===== src/hdl/sscpg_pkg.sv =====
// ----------------------------------------------------------------------------
// sscpg_pkg: shared types and constants of the stepper S-curve profile unit
// Item layouts on the stream ports, command codes, phase codes and the
// one-hot profile state encoding.
// ----------------------------------------------------------------------------
package sscpg_pkg;

  // Stream payload widths, padded to whole bytes
  localparam int unsigned InDataW  = 80;
  localparam int unsigned InUserW  = 2;
  localparam int unsigned OutDataW = 88;

  // Half-period after reset, in timer ticks
  localparam logic [15:0] HalfReset = 16'd2000;

  // Command codes carried in the input tuser
  typedef enum logic [1:0] {
    CMD_START_X = 2'd0,
    CMD_START_Y = 2'd1,
    CMD_EVENT   = 2'd2,
    CMD_LOAD    = 2'd3
  } cmd_e;

  // Phase codes as they appear in the result item
  localparam logic [1:0] PHASE_CODE_STOP   = 2'd0;
  localparam logic [1:0] PHASE_CODE_ACCEL  = 2'd1;
  localparam logic [1:0] PHASE_CODE_CRUISE = 2'd2;
  localparam logic [1:0] PHASE_CODE_DECEL  = 2'd3;

  // Profile state, one-hot
  typedef enum logic [3:0] {
    PH_STOP   = 4'b0001,
    PH_ACCEL  = 4'b0010,
    PH_CRUISE = 4'b0100,
    PH_DECEL  = 4'b1000
  } phase_e;

  // Input item, last declared field in the lowest bits
  typedef struct packed {
    logic [2:0]         pad;
    logic signed [1:0]  y_motion;
    logic signed [1:0]  x_motion;
    logic [15:0]        capture_count;
    logic [15:0]        table_period;
    logic [7:0]         table_index;
    logic [31:0]        pulse_total;
    logic               direction_up;
  } in_data_t;

  // Result item, last declared field in the lowest bits
  typedef struct packed {
    logic [2:0]         pad;
    logic signed [31:0] y_steps;
    logic signed [31:0] x_steps;
    logic [1:0]         phase;
    logic               running;
    logic               dir_pin_c;
    logic               dir_pin_a;
    logic [15:0]        next_compare;
  } out_data_t;

  function automatic logic [1:0] phase_code(phase_e ph);
    logic [1:0] code;
    case (ph)
      PH_ACCEL:  code = PHASE_CODE_ACCEL;
      PH_CRUISE: code = PHASE_CODE_CRUISE;
      PH_DECEL:  code = PHASE_CODE_DECEL;
      default:   code = PHASE_CODE_STOP;
    endcase
    return code;
  endfunction

endpackage


===== src/hdl/stepper_s_curve_profile_generator_unit.sv =====
// ----------------------------------------------------------------------------
// stepper_s_curve_profile_generator_unit: stepper pulse profile generator
// Runs an accelerate / cruise / decelerate profile over a loaded table of
// toggle periods, driven by timer compare events, and tracks X/Y step totals.
// ----------------------------------------------------------------------------
//
//  Channel   Direction  Sideband         Payload
//  --------  ---------  ---------------  -------------------------------------
//  s_axis    in         tuser = command  direction, total, table entry,
//                                        capture count, X/Y motion signs
//  m_axis    out        none             next compare, pins, running, phase,
//                                        X/Y step totals
//
//  Flow:    one item per cycle while m_axis is not stalled; an accepted item
//           fills the input register and then loads the result register, from
//           which it shows on m_axis.
//  Table:   a memory of TABLE_LEN entries with one write port and one
//           registered read port; the read address is taken from the next
//           profile state, so the entry needed by the following compare event
//           is ready in time. A load to the entry being read is forwarded into
//           the read register.
//  Reset:   control state clears at once; the table is not cleared and must be
//           loaded before a move is started.
//  Stalls:  the result register holds a valid item while m_axis_tready is low;
//           the input register takes an item when empty or when its item moves on.
//
module stepper_s_curve_profile_generator_unit #(
  parameter int unsigned TABLE_LEN = 64
) (
  input  logic                          clk_i,
  input  logic                          rst_ni,
  // slave side
  input  logic                          s_axis_tvalid,
  output logic                          s_axis_tready,
  // tdata, from bit 0 up: direction_up, pulse_total, table_index,
  //   table_period, capture_count, x_motion, y_motion, zero pad
  input  logic [sscpg_pkg::InDataW-1:0] s_axis_tdata,
  // tuser: command
  input  logic [sscpg_pkg::InUserW-1:0] s_axis_tuser,
  // master side
  output logic                          m_axis_tvalid,
  input  logic                          m_axis_tready,
  // tdata, from bit 0 up: next_compare, dir_pin_a, dir_pin_c, running,
  //   phase, x_steps, y_steps, zero pad
  output logic [sscpg_pkg::OutDataW-1:0] m_axis_tdata
);

  import sscpg_pkg::*;

  localparam int unsigned IdxW     = (TABLE_LEN > 1) ? $clog2(TABLE_LEN) : 1;
  localparam logic [31:0] Len      = 32'(TABLE_LEN);
  localparam logic [31:0] Overhead = 32'(2 * TABLE_LEN + 1);
  localparam logic [7:0]  LenIdx   = 8'(TABLE_LEN);
  localparam logic [IdxW-1:0] LastIdx = IdxW'(TABLE_LEN - 1);

  // Input register
  logic     in_valid_q;
  in_data_t in_data_q;
  cmd_e     in_cmd_q;
  logic     fire;

  // Result register
  logic      out_valid_q;
  out_data_t out_data_q, out_data_d;

  // Profile state
  phase_e      phase_q, phase_d;
  logic [31:0] pos_q, pos_d;
  logic [31:0] cruise_q, cruise_d;
  logic [15:0] half_q, half_d;
  logic        parity_q, parity_d;
  logic [31:0] x_q, x_d;
  logic [31:0] y_q, y_d;
  logic        pin_a_q, pin_a_d;
  logic        pin_c_q, pin_c_d;
  logic        run_q, run_d;

  logic [31:0] pos_inc;
  logic [15:0] compare;

  // Speed table
  logic [15:0]     table_mem [TABLE_LEN];
  logic [15:0]     rd_data_q;
  logic [15:0]     tbl_half;
  logic [IdxW-1:0] rd_addr;
  logic [IdxW-1:0] wr_addr;
  logic            wr_en;

  function automatic logic [31:0] motion_apply(logic [31:0] total,
                                               logic signed [1:0] m);
    logic [31:0] res;
    if (m == 2'sd1) begin
      res = total + 32'd1;
    end else if (m[1]) begin
      res = total - 32'd1;
    end else begin
      res = total;
    end
    return res;
  endfunction

  // Advance the input stage whenever the result register is free or drains
  assign fire          = in_valid_q && (!out_valid_q || m_axis_tready);
  assign s_axis_tready = !in_valid_q || fire;

  always_ff @(posedge clk_i or negedge rst_ni) begin
    if (!rst_ni) begin
      in_valid_q <= 1'b0;
    end else if (s_axis_tready) begin
      in_valid_q <= s_axis_tvalid;
    end
  end

  always_ff @(posedge clk_i) begin
    if (s_axis_tready && s_axis_tvalid) begin
      in_data_q <= in_data_t'(s_axis_tdata);
      in_cmd_q  <= cmd_e'(s_axis_tuser);
    end
  end

  assign tbl_half = {1'b0, rd_data_q[15:1]};
  assign pos_inc  = pos_q + 32'd1;

  // Next-state logic for the item in the input register
  always_comb begin
    phase_d  = phase_q;
    pos_d    = pos_q;
    cruise_d = cruise_q;
    half_d   = half_q;
    parity_d = parity_q;
    x_d      = x_q;
    y_d      = y_q;
    pin_a_d  = pin_a_q;
    pin_c_d  = pin_c_q;
    run_d    = run_q;
    compare  = 16'd0;
    wr_en    = 1'b0;
    if (fire) begin
      case (in_cmd_q)
        CMD_START_X, CMD_START_Y: begin
          pos_d    = 32'd0;
          phase_d  = PH_ACCEL;
          cruise_d = (in_data_q.pulse_total > Overhead) ?
                     in_data_q.pulse_total - Overhead : 32'd0;
          pin_c_d  = in_data_q.direction_up;
          pin_a_d  = (in_cmd_q == CMD_START_X) ? in_data_q.direction_up
                                               : !in_data_q.direction_up;
          run_d    = 1'b1;
        end
        CMD_EVENT: begin
          x_d      = motion_apply(x_q, in_data_q.x_motion);
          y_d      = motion_apply(y_q, in_data_q.y_motion);
          parity_d = !parity_q;
          // advance the profile on every second event
          if (parity_q) begin
            case (phase_q)
              PH_ACCEL: begin
                half_d = tbl_half;
                if (pos_inc >= Len) begin
                  phase_d = (cruise_q != 32'd0) ? PH_CRUISE : PH_DECEL;
                  pos_d   = 32'd0;
                end else begin
                  pos_d = pos_inc;
                end
              end
              PH_CRUISE: begin
                half_d = tbl_half;
                if (pos_inc == cruise_q) begin
                  phase_d = PH_DECEL;
                  pos_d   = 32'd0;
                end else begin
                  pos_d = pos_inc;
                end
              end
              PH_DECEL: begin
                if (pos_q < Len) begin
                  half_d = tbl_half;
                  pos_d  = pos_inc;
                end else begin
                  run_d   = 1'b0;
                  pos_d   = 32'd0;
                  phase_d = PH_STOP;
                end
              end
              default: begin
              end
            endcase
          end
          compare = in_data_q.capture_count + half_d;
        end
        CMD_LOAD: begin
          wr_en = (in_data_q.table_index < LenIdx);
        end
        default: begin
        end
      endcase
    end
  end

  // Table address needed by the next advance, taken from the next state
  always_comb begin
    case (phase_d)
      PH_ACCEL:  rd_addr = pos_d[IdxW-1:0];
      PH_CRUISE: rd_addr = LastIdx;
      PH_DECEL:  rd_addr = LastIdx - pos_d[IdxW-1:0];
      default:   rd_addr = '0;
    endcase
  end

  assign wr_addr = in_data_q.table_index[IdxW-1:0];

  always_ff @(posedge clk_i) begin
    if (wr_en) begin
      table_mem[wr_addr] <= in_data_q.table_period;
    end
  end

  // Forward a load that hits the entry being read
  always_ff @(posedge clk_i) begin
    if (wr_en && (wr_addr == rd_addr)) begin
      rd_data_q <= in_data_q.table_period;
    end else begin
      rd_data_q <= table_mem[rd_addr];
    end
  end

  always_ff @(posedge clk_i or negedge rst_ni) begin
    if (!rst_ni) begin
      phase_q  <= PH_STOP;
      pos_q    <= 32'd0;
      cruise_q <= 32'd0;
      half_q   <= HalfReset;
      parity_q <= 1'b0;
      x_q      <= 32'd0;
      y_q      <= 32'd0;
      pin_a_q  <= 1'b0;
      pin_c_q  <= 1'b0;
      run_q    <= 1'b0;
    end else begin
      phase_q  <= phase_d;
      pos_q    <= pos_d;
      cruise_q <= cruise_d;
      half_q   <= half_d;
      parity_q <= parity_d;
      x_q      <= x_d;
      y_q      <= y_d;
      pin_a_q  <= pin_a_d;
      pin_c_q  <= pin_c_d;
      run_q    <= run_d;
    end
  end

  // Result item shows the state after the command
  always_comb begin
    out_data_d              = '0;
    out_data_d.next_compare = compare;
    out_data_d.dir_pin_a    = pin_a_d;
    out_data_d.dir_pin_c    = pin_c_d;
    out_data_d.running      = run_d;
    out_data_d.phase        = phase_code(phase_d);
    out_data_d.x_steps      = x_d;
    out_data_d.y_steps      = y_d;
  end

  always_ff @(posedge clk_i or negedge rst_ni) begin
    if (!rst_ni) begin
      out_valid_q <= 1'b0;
    end else if (fire) begin
      out_valid_q <= 1'b1;
    end else if (m_axis_tready) begin
      out_valid_q <= 1'b0;
    end
  end

  always_ff @(posedge clk_i) begin
    if (fire) begin
      out_data_q <= out_data_d;
    end
  end

  assign m_axis_tvalid = out_valid_q;
  assign m_axis_tdata  = out_data_q;

endmodule


===== config.mk =====
export PLATFORM = sky130hd
export DESIGN_NAME = stepper_s_curve_profile_generator_unit
export DESIGN_NICKNAME = d
export VERILOG_FILES = /design/src/hdl/sscpg_pkg.sv /design/src/hdl/stepper_s_curve_profile_generator_unit.sv
export SDC_FILE = /design/constraint.sdc
export NUM_CORES = 1
export LEC_CHECK = 0
export ABC_CLOCK_PERIOD_IN_PS = 6100
export BUFFER_PORTS_ARGS = -buffer_cell sky130_fd_sc_hd__buf_2
export CELL_PAD_IN_SITES_DETAIL_PLACEMENT = 0
export CELL_PAD_IN_SITES_GLOBAL_PLACEMENT = 1
export CORE_MARGIN = 5
export CORE_UTILIZATION = 49
export DETAILED_ROUTE_END_ITERATION = 7
export GPL_TIMING_DRIVEN = 0
export PLACE_DENSITY = 0.77
export SETUP_SLACK_MARGIN = 0.4
export SLEW_MARGIN = 30
export SYNTH_ARGS = -nofsm -noshare
export SYNTH_HDL_FRONTEND = slang
export SYNTH_SLANG_ARGS = --single-unit

===== constraint.sdc =====
create_clock -name clk_i -period 6.1 [get_ports clk_i]
set_clock_uncertainty 0.05 [all_clocks]
set_input_delay 1.22 -clock clk_i [delete_from_list [all_inputs] [get_ports clk_i]]
set_output_delay 1.22 -clock clk_i [all_outputs]
set_load 0.005 [all_outputs]

==> flow_metrics.py, run 1 <==
metrics = {
    "drt": {
        "first_iter_violations": 2859,
        "vias": 30370,
        "drtAntennaViolNets": 0,
        "drtPass1Iterations": 8,
        "routed_wl_microns": 139500,
        "viasPerCell": 6.151,
        "post_drt_wl_per_cell_microns": 28.26,
        "drcViolationCount": 0,
    },
    "clocking": {
        "clk_pin_slew_ps": 60,
        "cts_buffers": 132,
        "cts_hold_buf": 0,
        "clk_path_buf_depth": 3,
        "clock-sinks": 1283,
        "cts.htree.levels": 4,
        "clk_latency_ps": 760,
        "cts_tree": "built",
        "root_buffer": "clkbuf_16",
    },
    "logic_synthesis": {
        "syn_area_sq_um": 53270,
        "synthFlopType": "edfxtp_1",
        "synthCells": 3022,
        "yosysWarningCount": 0,
        "synth_area_per_cell_sq_um": 17.63,
        "yosys.cell_types.count": 84,
        "async_flop_share": 0.1200,
        "synth-seq-area-share": 0.7077,
        "synth-seq-cells": 1283,
        "synth_edf_count": 1123,
    },
    "die": {
        "die_height_microns": 339.7,
        "ios": 176,
        "initial_utilization": 0.4915,
        "row_count": 121,
        "die_w_microns": 339.7,
        "core_area_sq_um": 108400,
        "die-area_sq_um": 115400,
    },
    "setup_path": {
        "cp_slowest_cell": "mux4_2",
        "arrival_ps": 5960,
        "cpPeakStageDelay_ps": 580,
        "worstPathRequired_ps": 6540,
        "crit_path_cell_trace": "clkbuf_4 -> clkbuf_8 -> buf_2 -> mux4_2 -> mux4_2 -> mux4_2 -> mux2_2 -> ha_1 -> fa_2 -> a21o_1 -> a21oi_2 -> o21bai_1 -> a21oi_2 -> o21bai_1 -> a21oi_2 -> nor2b_1 -> o21a_1 -> o41ai_4 -> xor2_1 -> nor2_1",
        "cp-end-kind": "flop",
        "worstSetupPathType": "flop to flop",
        "cp-start-kind": "flop",
        "critPathMaxFanout": 10,
    },
    "global_routing": {
        "overflow": 0,
        "grt_max_degree": 61,
        "antenna_found_initial": 7,
        "grt_pass1_vias": 30810,
        "grt_usage": 0.2394,
        "grt_pass1_wl_microns": 205200,
    },
    "placed_design": {
        "hpwl_microns": 96690,
        "dpl.cell_count": 4667,
        "globalplace.congestion": 0.9070,
        "port_buffers": 168,
    },
    "power_and_ir_drop": {
        "p_leak_uw": 0.02039,
        "power.density_nw_per_um2": 365.1,
        "ir_worst_vdd_mv": 0.2944,
        "power_uw": 22630,
    },
    "final_layout": {
        "drive_gt1_frac": 0.2780,
        "nets": 3526,
        "fin_util": 0.5717,
        "instances_no_fill": 4937,
        "area_delta_synth_final_pct": 16.32,
    },
    "timing": {
        "finalSetupViolCount": 0,
        "relSlewSlack": 0.2875,
        "period_needed_ps": 5524,
        "worst_pin_slew_ps": 1066,
        "hold_violations": 0,
        "fin_crit_sh": 0.9056,
        "report.final.slew_viol_count": 0,
        "rsz0062_at_grt": "false",
        "fmax_mhz": 181.0,
    },
    "worst_hold_path": {
        "hp-class": "primary input to asynchronous set/reset pin",
    },
    "status": {
        "outcome": "finished clean",
    },
    "run": {
        "cap_violations": 0,
    },
}
==> kinds of logic after synthesis <==
group	after synthesis	share of synthesized area
buffers and inverters	195	0.01468
XOR/XNOR	155	0.02626
adder cells (fa/ha/maj)	24	0.005778
other	1	0.00007039
flip-flops	1283	0.7077
AND/OR/NAND/NOR	722	0.06992
AO/OA/AOI/OAI	293	0.03525
multiplexers	349	0.1403
==> where the power goes <==
part / switching (uW) / total (uW) / leakage [uW] / internal (uW)
registers: 401 / 10500 / 0.0122 / 10100
clock network: 3440 / 8000 / 0.00208 / 4560
logic: 2170 / 4160 / 0.00607 / 1990
==> routing by layer <==
metal,part of all wire,wire length [microns],global-route usage
met2,0.51,70730,0.4081
met5,0.00023,32,0
met1,0.39,54270,0.3150
met3,0.074,10270,0.04707
met4,0.030,4196,0.07321
==> path summary, 6_finish.rpt <==
path                          from                to  slack [ps]  cells after the start
max reg2reg                   flop  m_axis_tdata[12]         580                     20
max in group asynchronous   rst_ni           x_q[11]        4720                      3
min                         rst_ni         pos_q[27]         310                      1
min in group clk_i         y_q[31]           y_q[31]         420                      1
min reg2reg                y_q[31]           y_q[31]         420                      1
max                           flop  m_axis_tdata[12]         580                     20
==> critical path, delay by kind of cell, from the launching register on <==
kind	cells	cell delay, ps
adder cells (fa/ha/maj)	2	620
flip-flops	1	310
AND/OR/NAND/NOR	2	110
buffers and inverters	3	780
multiplexers	4	1800
XOR/XNOR	1	170
AO/OA/AOI/OAI	8	1400
==> state kept, by name (all words and copies together), names as in the netlist, named ones only <==
| register | flops |
|---|---|
| x_q | 32 |
| pos_q | 32 |
| m_axis_tdata | 85 |
| phase_q | 4 |
| pin_c_q | 1 |
| cruise_q | 32 |
| in_data_q | 76 |
| in_valid_q | 1 |
| m_axis_tvalid | 1 |
| y_q | 32 |
| table_mem | 960 |
| in_cmd_q | 2 |
| pin_a_q | 1 |
| half_q | 16 |
| parity_q | 1 |
| run_q | 1 |
==> synthesized netlist by cell type (all sizes together), types with 21 or more instances <==
| library cell | count | share of area |
|---|---|---|
| and3 | 29 | 0.0034 |
| nor4 | 48 | 0.0059 |
| a21oi | 60 | 0.0056 |
| mux4 | 315 | 0.13 |
| dfrtp | 147 | 0.069 |
| edfxtp | 1123 | 0.63 |
| nand4 | 34 | 0.0043 |
| o21ai | 104 | 0.0098 |
| xor2 | 55 | 0.0090 |
| inv | 24 | 0.0017 |
| nor2 | 167 | 0.012 |
| clkbuf | 118 | 0.0083 |
| nand2 | 155 | 0.011 |
| mux2 | 32 | 0.0068 |
| or3 | 21 | 0.0025 |
| xnor2 | 97 | 0.016 |
| ha | 23 | 0.0054 |
| buf | 53 | 0.0047 |
| nand3 | 67 | 0.0065 |
| nor3 | 64 | 0.0062 |
| nand2b | 27 | 0.0032 |
==> cell usage in the layout (no fill, tap or decap), types with 18 or more instances in the layout <==
master / instances
clkbuf_1: 115
xor2_1: 55
buf_8: 32
clkbuf_2: 18
ha_1: 23
buf_6: 33
mux4_2: 315
nor4_1: 44
o21ai_0: 91
clkinv_1: 22
nand2_1: 155
dfrtp_1: 147
nor2_2: 61
clkinv_2: 19
clkbuf_16: 140
nand3_1: 65
a21oi_1: 55
xnor2_1: 97
and3_1: 29
or3_1: 21
mux2_2: 32
buf_4: 36
buf_2: 181
inv_1: 23
nand2b_1: 27
nor2_1: 103
nand4_1: 33
nor3_1: 62
edfxtp_1: 1123
==> final cells by class <==
type | count | area (sq um)
Clock inverter | 72 | 758.2
Inverter | 24 | 95.09
Clock buffer | 167 | 3551
Timing Repair Buffer | 258 | 1958
Tap cell | 1414 | 1769
Sequential cell | 1283 | 37700
Buffer | 171 | 1066
Antenna cell | 2 | 5.005
Multi-Input combinational cell | 1546 | 15060
Fill cell | 8126 | 46430
==> metrics by stage <==
step / hold slack, ps / worst slack, ps / cell area (sq um) / setup TNS, ps
detailed placement: 406.6 / -1286 / 56970 / -6694
global route: 306.6 / 388.7 / 61960 / 0
finish: 310.0 / 576.0 / 61970 / 0
CTS: 273.2 / 400.4 / 61600 / 0
global placement: 401.6 / -1357 / 55910 / -51660
floorplan: 382.5 / 633.6 / 53300 / 0
==> timing repair <==
item / CTS / global route
resized for setup: 92 / 43
setup buffers: 1 / 24
hold endpoints to repair: 0 / 0
endpoints found under the setup margin: 12 / 14
pin swaps: 3 / 4
cloned: 2 / 0
No activity file was read; power rests on OpenSTA's default activity.
==> run 2, diff against run 1 <==
- MAX_ROUTING_LAYER: default -> met4
==> flow_metrics.py, run 2 (synthesis results as in run 1) <==
metrics = {
    "placed_design": {
        "dp_slack_ps": -1370,
        "port_buffers": 168,
        "hpwl_microns": 96900,
        "globalplace.congestion": 0.9412,
    },
    "die": {
        "die_w_microns": 339.7,
        "core_area_sq_um": 108400,
        "ios": 176,
        "row_count": 121,
        "initial_utilization": 0.4915,
        "die-area_sq_um": 115400,
        "die_height_microns": 339.7,
    },
    "setup_path": {
        "cp-start-kind": "flop",
        "crit_path_cell_trace": "clkbuf_16 -> clkbuf_16 -> buf_12 -> mux4_2 -> mux4_2 -> mux4_2 -> mux2_4 -> ha_4 -> fa_2 -> a21o_1 -> a21oi_2 -> o21bai_1 -> a21oi_2 -> o21bai_1 -> a21oi_2 -> nor2b_1 -> o21a_1 -> o41ai_4 -> buf_4 -> xor2_1 -> nor2_1",
        "worstSetupPathType": "flop to flop",
        "arrival_ps": 6100,
        "cp.buffers_inverters": 4,
        "cp-end-kind": "flop",
        "reg2reg_slack_ps": 430,
        "cpPeakStageDelay_ps": 580,
        "critPathMaxFanout": 10,
        "critical_path.top_delay_family": "multiplexers",
        "worstPathRequired_ps": 6530,
        "cp_slowest_cell": "mux4_2",
    },
    "power_and_ir_drop": {
        "ir_worst_vdd_mv": 0.2865,
        "p_leak_uw": 0.02043,
        "power.density_nw_per_um2": 368.3,
    },
    "global_routing": {
        "grt_max_degree": 75,
        "grt_pass1_vias": 30190,
        "grt_usage": 0.2456,
        "grt_pass1_wl_microns": 203600,
        "overflow": 0,
        "antenna_found_initial": 6,
    },
    "drt": {
        "first_iter_violations": 3246,
        "drtAntennaViolNets": 0,
        "post_drt_wl_per_cell_microns": 28.04,
        "drtPass1Iterations": 7,
        "drcViolationCount": 0,
        "routed_wl_microns": 138700,
        "viasPerCell": 6.116,
        "vias": 30250,
    },
    "worst_hold_path": {
        "hp-class": "primary input to asynchronous set/reset pin",
    },
    "clocking": {
        "clk_path_buf_depth": 3,
        "cts_tree": "built",
        "cts.htree.levels": 4,
        "clk_latency_ps": 740,
        "cts_buffers": 133,
        "clk_pin_slew_ps": 60,
        "root_buffer": "clkbuf_16",
        "clock-sinks": 1283,
    },
    "timing": {
        "finalSetupViolCount": 0,
        "fin_crit_sh": 0.9291,
        "report.final.slew_viol_count": 0,
        "hold_violations": 0,
        "fmax_mhz": 176.4,
        "worst_slack_ps": 432.7,
        "worst_pin_slew_ps": 1016,
        "rsz0062_at_grt": "true",
        "relSlewSlack": 0.3165,
        "period_needed_ps": 5667,
    },
    "run": {
        "cap_violations": 0,
    },
    "final_layout": {
        "regMostFlops": "table_mem",
        "nets": 3530,
        "area_delta_synth_final_pct": 16.48,
        "seqCellArea_sq_um": 37710,
        "fillers": 8095,
        "layout_common_cells": "edfxtp_1, mux4_2, buf_2",
        "drive_gt1_frac": 0.2806,
        "largest_register_ffs": 960,
        "layout.cells.most_common": "edfxtp_1",
        "fin_util": 0.5725,
        "multi_input_area_sq_um": 15100,
    },
    "status": {
        "outcome": "finished clean",
    },
}
## run 2: through the flow
step / power [uW] / setup TNS (ps) / instances / hold slack, ps / cell area (sq um)
after CTS: 22830 / 0 / 4927 / 280.6 / 61760
after detailed placement: 14440 / -7562 / 4664 / 414.9 / 56910
after floorplan: 13090 / 0 / 3024 / 382.5 / 53300
after global placement: 14340 / -55100 / 4606 / 405.6 / 55910
final: 22850 / 0 / 4946 / 304.4 / 62050
after global routing: 23730 / 0 / 4946 / 306.3 / 62050
## run 2: final timing paths
check                                        end  cells after the start  startpoint
worst max-delay path            m_axis_tdata[12]                     21        flop
worst min-delay path                   pos_q[24]                      1      rst_ni
worst max register to register  m_axis_tdata[12]                     21        flop
worst min register to register           x_q[31]                      1     x_q[31]
max in group asynchronous                x_q[20]                      3      rst_ni
min in group clk_i                       x_q[31]                      1     x_q[31]
## run 2: area by class of cell
| type | count | share of cell area |
|---|---|---|
| antenna | 4 | 0.0001613 |
| buffer | 170 | 0.01668 |
| multi-input combinational | 1546 | 0.2434 |
| inverter | 24 | 0.001532 |
| clock inverter | 78 | 0.01365 |
| sequential | 1283 | 0.6076 |
| clock buffer | 165 | 0.05660 |
| timing repair buffer | 262 | 0.03182 |
| tap | 1414 | 0.02851 |
## run 2: per-layer routing
layer	track usage	wire length, microns	up-vias
met5	-	0	-
met4	0.07651	4141	0
met3	0.03979	9304	258
met2	0.4014	69950	1352
met1	0.3215	55280	15690
li1	-	-	12950
## run 2: power breakdown
group | internal, uW | switching, uW | total, uW | leakage (uW)
logic | 2080 | 2190 | 4260 | 0.00608
clock network | 4690 | 3430 | 8120 | 0.00211
registers | 10100 | 404 | 10500 | 0.0122
## run 2: repair_timing
| item | 4_1_cts | 5_1_grt |
|---|---|---|
| buffers inserted | 20 | 14 |
| pin swaps | 4 | 5 |
| setup endpoints to repair | 12 | 21 |
| resized for setup | 105 | 48 |
| hold buffers | 0 | 0 |
| cloned | 1 | 0 |
